**src/sv/tace_pkg.sv**
```systemverilog
`timescale 1ns / 1ps
package tace_pkg;
    typedef enum logic [4:0] {
        K_PRELOAD = 5'd0, K_COPY = 5'd1, K_TEXT = 5'd2, K_VOUT = 5'd3, K_IN = 5'd4,
        K_ADD = 5'd5, K_SUB = 5'd6, K_MUL = 5'd7, K_DIV = 5'd8, K_MOD = 5'd9,
        K_GOTO = 5'd10, K_BEQ = 5'd11, K_BNE = 5'd12, K_BLT = 5'd13, K_BGT = 5'd14,
        K_BLE = 5'd15, K_BGE = 5'd16, K_RET = 5'd17, K_END = 5'd18
    } t_kind;

    localparam int unsigned WORD_W = 32;
    localparam int unsigned ADDR_W = 10;
    localparam int unsigned IDX_W  = 10;

    // The index wraps by truncation, so the program depth is a power of two.
    localparam int unsigned PROGRAM_DEPTH = 1024;

    typedef struct packed {
        logic              start;
        logic              is_mod;
        logic [WORD_W-1:0] dividend;
        logic [WORD_W-1:0] divisor;
    } t_div_req;

    typedef struct packed {
        logic              done;
        logic [WORD_W-1:0] result;
    } t_div_rsp;
endpackage

```
**src/sv/tace_div.sv**
```systemverilog
`timescale 1ns / 1ps
module tace_div (
    input  logic              i_clk,
    input  logic              i_rst_n,
    input  tace_pkg::t_div_req i_req,
    output tace_pkg::t_div_rsp o_rsp
);
    import tace_pkg::*;

    // Restoring divider on magnitudes, one quotient bit per cycle.
    logic [WORD_W-1:0] r_quo, n_quo;
    logic [WORD_W:0]   r_rem, n_rem;
    logic [WORD_W-1:0] r_den;
    logic [5:0]        r_cnt;
    logic              r_busy, r_done, r_neg_q, r_neg_r, r_mod;
    logic [WORD_W:0]   w_shift, w_diff;
    logic [WORD_W-1:0] w_mag_a, w_mag_b, w_q, w_r;

    assign w_mag_a = i_req.dividend[WORD_W-1] ? (~i_req.dividend + 1'b1) : i_req.dividend;
    assign w_mag_b = i_req.divisor[WORD_W-1] ? (~i_req.divisor + 1'b1) : i_req.divisor;
    assign w_shift = {r_rem[WORD_W-1:0], r_quo[WORD_W-1]};
    assign w_diff  = w_shift - {1'b0, r_den};

    always_comb begin
        n_quo = {r_quo[WORD_W-2:0], 1'b0};
        n_rem = w_shift;
        if (!w_diff[WORD_W]) begin
            n_rem    = w_diff;
            n_quo[0] = 1'b1;
        end
    end

    always_ff @(posedge i_clk) begin
        if (!i_rst_n) begin
            r_busy <= 1'b0;
            r_done <= 1'b0;
            r_cnt  <= '0;
        end else begin
            r_done <= 1'b0;
            if (i_req.start) begin
                r_busy  <= 1'b1;
                r_cnt   <= 6'(WORD_W);
                r_quo   <= w_mag_a;
                r_rem   <= '0;
                r_den   <= w_mag_b;
                r_neg_q <= i_req.dividend[WORD_W-1] ^ i_req.divisor[WORD_W-1];
                r_neg_r <= i_req.dividend[WORD_W-1];
                r_mod   <= i_req.is_mod;
            end else if (r_busy) begin
                r_quo <= n_quo;
                r_rem <= n_rem;
                r_cnt <= r_cnt - 6'd1;
                if (r_cnt == 6'd1) begin
                    r_busy <= 1'b0;
                    r_done <= 1'b1;
                end
            end
        end
    end

    assign w_q = r_neg_q ? (~r_quo + 1'b1) : r_quo;
    assign w_r = r_neg_r ? (~r_rem[WORD_W-1:0] + 1'b1) : r_rem[WORD_W-1:0];
    assign o_rsp.done   = r_done;
    assign o_rsp.result = r_mod ? w_r : w_q;

`ifndef NO_ASSERTIONS
    a_done_after_busy: assert property (@(posedge i_clk) disable iff (!i_rst_n)
        r_done |-> $past(r_busy)) else $error("divider done without busy");
    a_no_start_busy: assert property (@(posedge i_clk) disable iff (!i_rst_n)
        r_busy |-> !i_req.start) else $error("divider restarted while busy");
    a_done_pulse: assert property (@(posedge i_clk) disable iff (!i_rst_n)
        r_done |=> !r_done) else $error("divider done held");
`endif
endmodule

```
**config.mk**
```make
export PLATFORM = sky130hd
export DESIGN_NAME = tace_div
export DESIGN_NICKNAME = d
export VERILOG_FILES = /design/src/sv/tace_pkg.sv /design/src/sv/tace_div.sv
export SDC_FILE = /design/constraint.sdc
export NUM_CORES = 1
export LEC_CHECK = 0
export ABC_AREA = 1
export BUFFER_PORTS_ARGS = -buffer_cell sky130_fd_sc_hd__clkbuf_2
export CAP_MARGIN = 20
export CELL_PAD_IN_SITES_DETAIL_PLACEMENT = 1
export CELL_PAD_IN_SITES_GLOBAL_PLACEMENT = 2
export CORE_UTILIZATION = 30
export CTS_BUF_LIST = sky130_fd_sc_hd__clkbuf_8
export CTS_CLUSTER_SIZE = 12
export DETAILED_ROUTE_END_ITERATION = 8
export PLACE_DENSITY = 0.77
export SETUP_SLACK_MARGIN = 0.02
export SYNTH_ARGS = -nofsm -noshare
export SYNTH_HDL_FRONTEND = slang
export SYNTH_SLANG_ARGS = --single-unit
```
**constraint.sdc**
```tcl
create_clock -name i_clk -period 2.4 [get_ports i_clk]
set_input_delay 0.12 -clock i_clk [delete_from_list [all_inputs] [get_ports i_clk]]
set_output_delay 0.12 -clock i_clk [all_outputs]
set_load 0.1 [all_outputs]
```
==> metrics.csv, run 1 <==
stage;metric;value;unit
worst_setup_path;R2R Setup Slk;-0.19;ns
floorplanning;die area;0.0364;sq mm
drt;vias per std cell;4.87;
synthesis;Yosys cell types;47;
finish;Finished Core Util;42.7;%
run_status;failing checks;negative setup slack;
grt;first-pass GRT wire length;64.8;mm
worst_setup_path;Reg2Reg Depth;18;
worst_setup_path;R2R Path Start;r_rem[1];
synthesis;Synth Area in Simple Gates;40.4;%
synthesis;largest cells by area after synthesis;edfxtp_1 (28%), nand2_1 (19%), inv_1 (10%);
finish;share of layout cells above drive strength 1;24.5;%
synthesis;main combinational cell family by area after synthesis;simple AND/OR/NAND/NOR gates;
worst_setup_path;slowest CP cell;edfxtp_1;
worst_setup_path;Setup CP Type;flip-flop to primary output;
min_path;HP Class;input pin to flip-flop;
synthesis;leading area contributor after synthesis;edfxtp_1;
synthesis;XOR/XNOR Fraction of Synth Area;4.09;%
floorplanning;FP Rows;68;
synthesis;syn_area_per_cell;6.15;sq um
synthesis;area share of fa/ha/maj cells after synthesis;4.63;%
sta;fmax;379;MHz
worst_setup_path;FF-to-FF End;r_rem[4];
power;pwr dens;608;mW/mm^2
place;dpl hpwl;31.4;mm
floorplanning;Die W;191;um
sta;max_slew headroom;51.3;%
place;pre-CTS setup slack;-0.177;ns
min_path;Hold Crit Depth;2;
sta;final setup margin;-0.238;ns
clock_network;Clock Sinks;107;
drt;# DRC;0;
min_path;min-delay src;i_req[19];
synthesis;Synth Flop Type;edfxtp_1;
clock_network;CTS H-Tree Depth;3;
power;peak supply drop;0.451;mV
place;input/output buffers;100;
clock_network;clk root buf;clkbuf_8;
synthesis;yosys warns;0;
min_path;Hold EP;r_den[19];
worst_setup_path;Max FO, Critical Path;6;
synthesis;cells after synthesis;1742;
sta;Final min period;2.64;ns
finish;antenna cells;0;
worst_setup_path;worst stage delay on the critical path;0.43;ns
worst_setup_path;CP top delay family;simple AND/OR/NAND/NOR gates;
clock_network;worst skew pair latency;0.44;ns
floorplanning;height of the die;191;um
clock_network;clock buffer depth;2;
drt;final WL;40.7;mm
power;Leak;7.44;nW
synthesis;Synth top area share;27.8;%
worst_setup_path;Crit. End Element;primary output;
drt;drt first pass iters;4;
floorplanning;initial core utilization;30.8;%
worst_setup_path;Critical Path RT;2.28;ns
worst_setup_path;WP buf/inv;3;
grt;largest net degree at the start of global routing;65;
clock_network;cts bufs inserted;9;
drt;routed len/inst;16.6;um
synthesis;Syn Nets;1849;
synthesis;Yosys reg bits;107;
grt;initial antenna violation count;1;
floorplanning;io pins;101;
flow_run;# Max-Cap Violations;0;
power;PnR Total Power;9.04;mW
worst_setup_path;Worst Path Arrival;2.52;ns
synthesis;Post-synth ARST share;0;%
worst_setup_path;CP Cell Sequence;inv_2 > ha_4 > nand4_1 > nor2_1 > buf_4 > nand3b_1 > o21ai_4 > nand2_1 > nand2_1 > nand3_2 > nand2_2 > buf_12;
grt;vias in the first global route;12200;
floorplanning;CORE AREA;0.0348;sq mm
synthesis;EDFF count, synth;99;
place;GP Congestion;0.876;
sta;Worst Clk Skew;0.0218;ns
drt;iteration-0 DRC count of the detailed router;671;
grt;GRT Overall Usage;22.9;%
worst_setup_path;Crit path top cell by count;nand2_1;
synthesis;post-synthesis compound-gate area fraction;9.09;%
synthesis;register area share after synthesis;29.3;%
sta;Hold Violations, Final;0;
synthesis;Post-Syn Area;0.0107;sq mm
worst_setup_path;crit start category;flip-flop;
sta;Tcrit/Tclk final;110;%
run_status;outcome;finished with violations;
sta;slew at the pin closest to its max-slew limit;0.730;ns
drt;via count;11900;
sta;Setup Viol. Count Final;56;
grt;Overflow after GRT;0;
synthesis;multiplexer share of the synthesized area;0;%
sta;Slew Limit Fails;0;
drt;ANT nets after route;0;
sta;unrepaired setup endpoints after global routing;yes;
clock_network;CTS tree;done;
finish;Area growth, synth to finish;38.9;%
clock_network;Reg clk slew, reported paths;0.12;ns
finish;Final nets;2098;
cells in the final DEF (no fill, tap or decap), drive strengths merged, types with 17 or more instances in the layout:
master       netlist  routed
ha                38      38
nand2            550     552
nand3            156     156
a21oi             51      51
edfxtp            99      99
buf                9     186
nor3              38      38
xor2              36      36
nor2             228     228
dlygate4sd3        0      17
clkbuf            28      78
o21ai            102     102
inv              307     313
nand4             21      21
registers in the layout (all words and copies together), names as in the netlist:
name     flops
r_rem       32
r_done       1
r_quo       32
r_neg_r      1
r_cnt        6
r_den       32
r_busy       1
r_mod        1
r_neg_q      1
area by class of cell:
class / count / area (sq um)
Clock buffer: 9 / 124
Sequential cell: 107 / 3130
Clock inverter: 7 / 68.8
Timing Repair Buffer: 273 / 2570
Tap cell: 455 / 569
Fill cell: 4457 / 19900
Multi-Input combinational cell: 1290 / 7240
Inverter: 310 / 1160
cell usage after synthesis (7+ instances only):
cell	number
edfxtp_1	99
clkbuf_1	28
o22ai_1	7
nand4_1	21
ha_1	38
dfxtp_1	8
nor2_1	222
xor2_1	36
or2_2	8
xnor2_1	14
nand2_4	7
inv_2	8
nand3b_1	7
nand3_1	154
inv_1	299
nor3_1	36
o21ai_0	95
a21oi_1	49
nand2_1	539
metrics by stage:
| stage | TNS, ns | hold WS (ns) | cells | area, sq um |
|---|---|---|---|---|
| CTS | -7.44 | 0.00369 | 2429 | 14300 |
| global placement | -0.161 | 0.299 | 2344 | 12900 |
| global route | -17.17 | 0.0134 | 2451 | 14900 |
| floorplan | -1.24 | 0.219 | 1742 | 10800 |
| detailed placement | -3.75 | 0.300 | 2344 | 12900 |
| finish | -8.56 | 0.0316 | 2451 | 14900 |
worst register-to-register path: stages, from the launching register on:
cell      delay (ns)
edfxtp_1        0.44
buf_4           0.16
buf_4           0.12
buf_4           0.13
ha_4            0.30
nand2_2         0.07
nand2_2         0.07
nand3_2         0.10
nand2_4         0.10
nand2_4         0.07
nand2_4         0.08
nand2_4         0.08
buf_6           0.13
nand3_4         0.09
buf_12          0.13
buf_16          0.12
nand3_2         0.08
nand2_1         0.07
nor2_1          0.04
kinds of logic after synthesis:
logic type      Yosys count
fa+ha+maj                39
flops                   107
xor+xnor                 50
compound gates          178
simple gates           1021
buf+inv                 347
timing repair:
action / in CTS / in global routing
hold endpoints to repair: 19 / 0
pin swaps: 67 / 50
hold buffers: 17 / 0
resized for setup: 151 / 104
setup buffers: 46 / 26
gates cloned: 6 / 0
setup endpoints to repair: 56 / 60
power by group:
part           switching, mW  total (mW)  internal [mW]
sequential             0.166        2.48           2.31
combinational           3.31        5.32           2.01
clock                  0.760        1.24          0.484
worst max-delay path by stage:
stage / start / depth (start not counted) / to / slack [ns]
2_1_floorplan: r_rem[0] / 10 / o_rsp[24] / -0.56
3_3_place_gp: r_quo[31] / 15 / r_rem[28] / -0.05
5_1_grt: r_rem[0] / 12 / o_rsp[30] / -0.39
4_1_cts: r_rem[1] / 13 / o_rsp[27] / -0.28
6_report: r_rem[0] / 12 / o_rsp[30] / -0.24
3_5_place_dp: r_quo[31] / 15 / r_rem[28] / -0.18
routing by layer:
| metal | vias to the layer above | track usage [%] | routed length (um) |
|---|---|---|---|
| met3 | 18 | 3.30 | 1120 |
| met2 | 121 | 37.8 | 19300 |
| met1 | 5760 | 31.6 | 19900 |
| li1 | 6035 | - | - |
| met5 | - | 0 | 19 |
| met4 | 2 | 4.37 | 363 |
Note: power is estimated with default switching activity, not from simulation.
==> run 2: changes to the inputs <==
--- a/config.mk
+++ b/config.mk
@@ -11,7 +11,6 @@
 export CELL_PAD_IN_SITES_DETAIL_PLACEMENT = 1
 export CELL_PAD_IN_SITES_GLOBAL_PLACEMENT = 2
 export CORE_UTILIZATION = 30
-export CTS_BUF_LIST = sky130_fd_sc_hd__clkbuf_8
 export CTS_CLUSTER_SIZE = 12
 export DETAILED_ROUTE_END_ITERATION = 8
 export PLACE_DENSITY = 0.77
==> run 2 against run 1 <==
Compared with the run above: the run still ends with negative setup slack left; clock-buffer cell count is 3 higher; sequential share of layout area grew 1.4 points; utilization is 2.6 points lower; die area unchanged; critical path type unchanged; critical endpoint is now o_rsp[27]; highest routed layer is now met4.
==> metrics.csv, run 2 (synthesis results as in run 1) <==
stage;metric;value;unit;change
run_status;outcome;finished with violations;;
run_status;failing checks;negative setup slack;;
sta;Tcrit/Tclk final;108;%;-1.9 points
finish;most frequent cells in the layout;nand2_1 (515), inv_1 (294), nor2_1 (211);;
worst_setup_path;worst stage delay on the critical path;0.44;ns;about the same
clock_network;worst skew pair latency;0.39;ns;-0.05 ns
worst_setup_path;Setup CP Type;flip-flop to primary output;;
floorplanning;Die W;191;um;unchanged
worst_setup_path;Worst Path Arrival;2.47;ns;-0.05 ns
place;pre-CTS setup slack;-0.177;ns;unchanged
worst_setup_path;WP buf/inv;3;;unchanged
place;GP Congestion;0.876;;unchanged
power;P_int;4.87;mW;+1.3%
worst_setup_path;Critical Path Source;r_rem[1];;
floorplanning;die area;0.0364;sq mm;unchanged
min_path;min-delay src;i_req[4];;
clock_network;Clock Sinks;107;;unchanged
power;Leak;7.07;nW;-5.0%
floorplanning;height of the die;191;um;unchanged
worst_setup_path;Crit path top cell by count;nand2_2;;
sta;slew at the pin closest to its max-slew limit;0.628;ns;-0.102 ns
power;Logic pwr share;53.8;%;-5.1 points
worst_setup_path;R2R Path Start;r_rem[6];;
finish;antenna cells;0;;unchanged
clock_network;cts bufs inserted;9;;unchanged
clock_network;clock buffer depth;2;;unchanged
finish;most common cell after layout, fill and taps aside;nand2_1;;
finish;share of layout cells above drive strength 1;19.2;%;-5.3 points
grt;initial antenna violation count;0;;-1
drt;vias per std cell;4.83;;-0.81%
power;peak supply drop;0.439;mV;-2.7%
place;DP Cell Count;2344;;unchanged
grt;largest net degree at the start of global routing;65;;unchanged
drt;via count;11600;;-2.7%
floorplanning;io pins;101;;unchanged
clock_network;Reg clk slew, reported paths;0.08;ns;-0.04 ns
drt;routed len/inst;16.2;um;-2.5%
finish;Largest regs;r_den (32), r_quo (32), r_rem (32);;
sta;Slew Limit Fails;0;;unchanged
sta;Hold Violations, Final;0;;unchanged
finish;Final nets;2052;;-2.2%
power;switching share of total power;45.1;%;-1.7 points
finish;Finished Layout Cells;2405;;-1.9%
sta;final setup margin;-0.193;ns;+0.0457 ns
drt;ANT nets after route;0;;unchanged
place;input/output buffers;100;;unchanged
grt;vias in the first global route;11800;;-2.7%
sta;Setup Viol. Count Final;55;;-1.8%
drt;final WL;38.9;mm;-4.3%
sta;Final min period;2.59;ns;-0.0457 ns
floorplanning;CORE AREA;0.0348;sq mm;unchanged
drt;iteration-0 DRC count of the detailed router;593;;-12%
clock_network;clk root buf;clkbuf_16;;
flow_run;# Max-Cap Violations;0;;unchanged
worst_setup_path;Max FO, Critical Path;5;;-1
worst_setup_path;Crit. End Element;primary output;;
finish;Area growth, synth to finish;30.5;%;
power;Reg power frac;27.9;%;+0.5 points
drt;drt first pass iters;5;;+1
worst_setup_path;slowest CP cell;edfxtp_1;;
place;dpl hpwl;31.4;mm;unchanged
sta;unrepaired setup endpoints after global routing;yes;;
drt;# DRC;0;;unchanged
grt;first-pass GRT wire length;62.8;mm;-3.1%
min_path;HP Class;input pin to flip-flop;;
grt;GRT Overall Usage;22.1;%;-0.75 points
sta;max_slew headroom;58.1;%;+6.8 points
worst_setup_path;CP Cell Sequence;inv_2 > buf_4 > nand3_1 > nor2_2 > nand2_2 > nor2_4 > nand3b_1 > nand2_2 > nand2_1 > nand2_1 > nand3_1 > nand2_2 > buf_12;;
power;Clk pwr share;18.3;%;+4.5 points
power;pwr dens;635;mW/mm^2;+4.4%
clock_network;CTS H-Tree Depth;3;;unchanged
grt;Overflow after GRT;0;;unchanged
sta;Hold Slack;0.0557;ns;+0.0240 ns
power;net load switching power;4.00;mW;-5.5%
worst_setup_path;crit start category;flip-flop;;
floorplanning;initial core utilization;30.8;%;unchanged
sta;fmax;386;MHz;+1.8%
worst_setup_path;CP top delay family;simple AND/OR/NAND/NOR gates;;
finish;fillcell total;4514;;+1.3%
floorplanning;FP Rows;68;;unchanged
sta;Worst Clk Skew;0.0158;ns;-0.00601 ns
clock_network;CTS tree;done;;
worst_setup_path;Critical Path RT;2.28;ns;about the same
## run 2: power groups by stage
| stage | clock network, mW | logic [mW] | registers [mW] |
|---|---|---|---|
| final | 1.62 | 4.77 | 2.48 |
| after global routing | 1.73 | 5.27 | 2.50 |
| after CTS | 1.68 | 4.68 | 2.48 |
| after detailed placement | 0 | 4.40 | 2.54 |
| after global placement | 0 | 4.32 | 2.53 |
| after floorplan | 0 | 2.86 | 2.49 |
## run 2: timing repair
item                       CTS  global route
setup endpoints to repair   56            61
pin swaps                   18            11
hold buffers                 3             0
hold endpoints to repair     3             0
buffers inserted            25            14
gates cloned                 3             0
resized for setup           80            32
## run 2: metal layers
metal,wire [um],part of all wire (%),track usage (%),vias to the layer above
li1,-,-,-,5944
met1,19400,50,31.2,5509
met2,18000,46,36.1,141
met3,1050,2.7,2.31,23
met4,478,1.2,4.98,0
met5,0,0,0,-
## run 2: stage by stage
step | cell area [sq um] | total power [mW] | util (%) | setup TNS [ns]
2_1_floorplan | 10800 | 5.35 | - | -1.24
3_3_place_gp | 12900 | 6.85 | 37.0 | -0.161
3_5_place_dp | 12900 | 6.94 | 37.0 | -3.75
4_1_cts | 13700 | 8.84 | 39.5 | -4.51
5_1_grt | 14000 | 9.50 | 40.1 | -12.84
6_report | 14000 | 8.87 | 40.1 | -4.04
## run 2: path summary, 6_finish.rpt
check | endpoint | slack (ns) | depth (start not counted)
max reg2reg | r_rem[6] | -0.09 | 15
min | r_den[4] | 0.06 | 2
max | o_rsp[27] | -0.19 | 13
min reg2reg | r_cnt[3] | 0.54 | 2
## run 2: layout make-up
type                    count  area, sq um  share of cell area, %
flip-flops and latches    107         3130                   22.4
clock buffers              12          236                   1.69
repair buffers            227         2040                   14.6
inverters                 310         1160                   8.33
clock inverters             4         57.6                  0.412
well taps                 455          569                   4.08
multi-input cells        1290         6770                   48.5
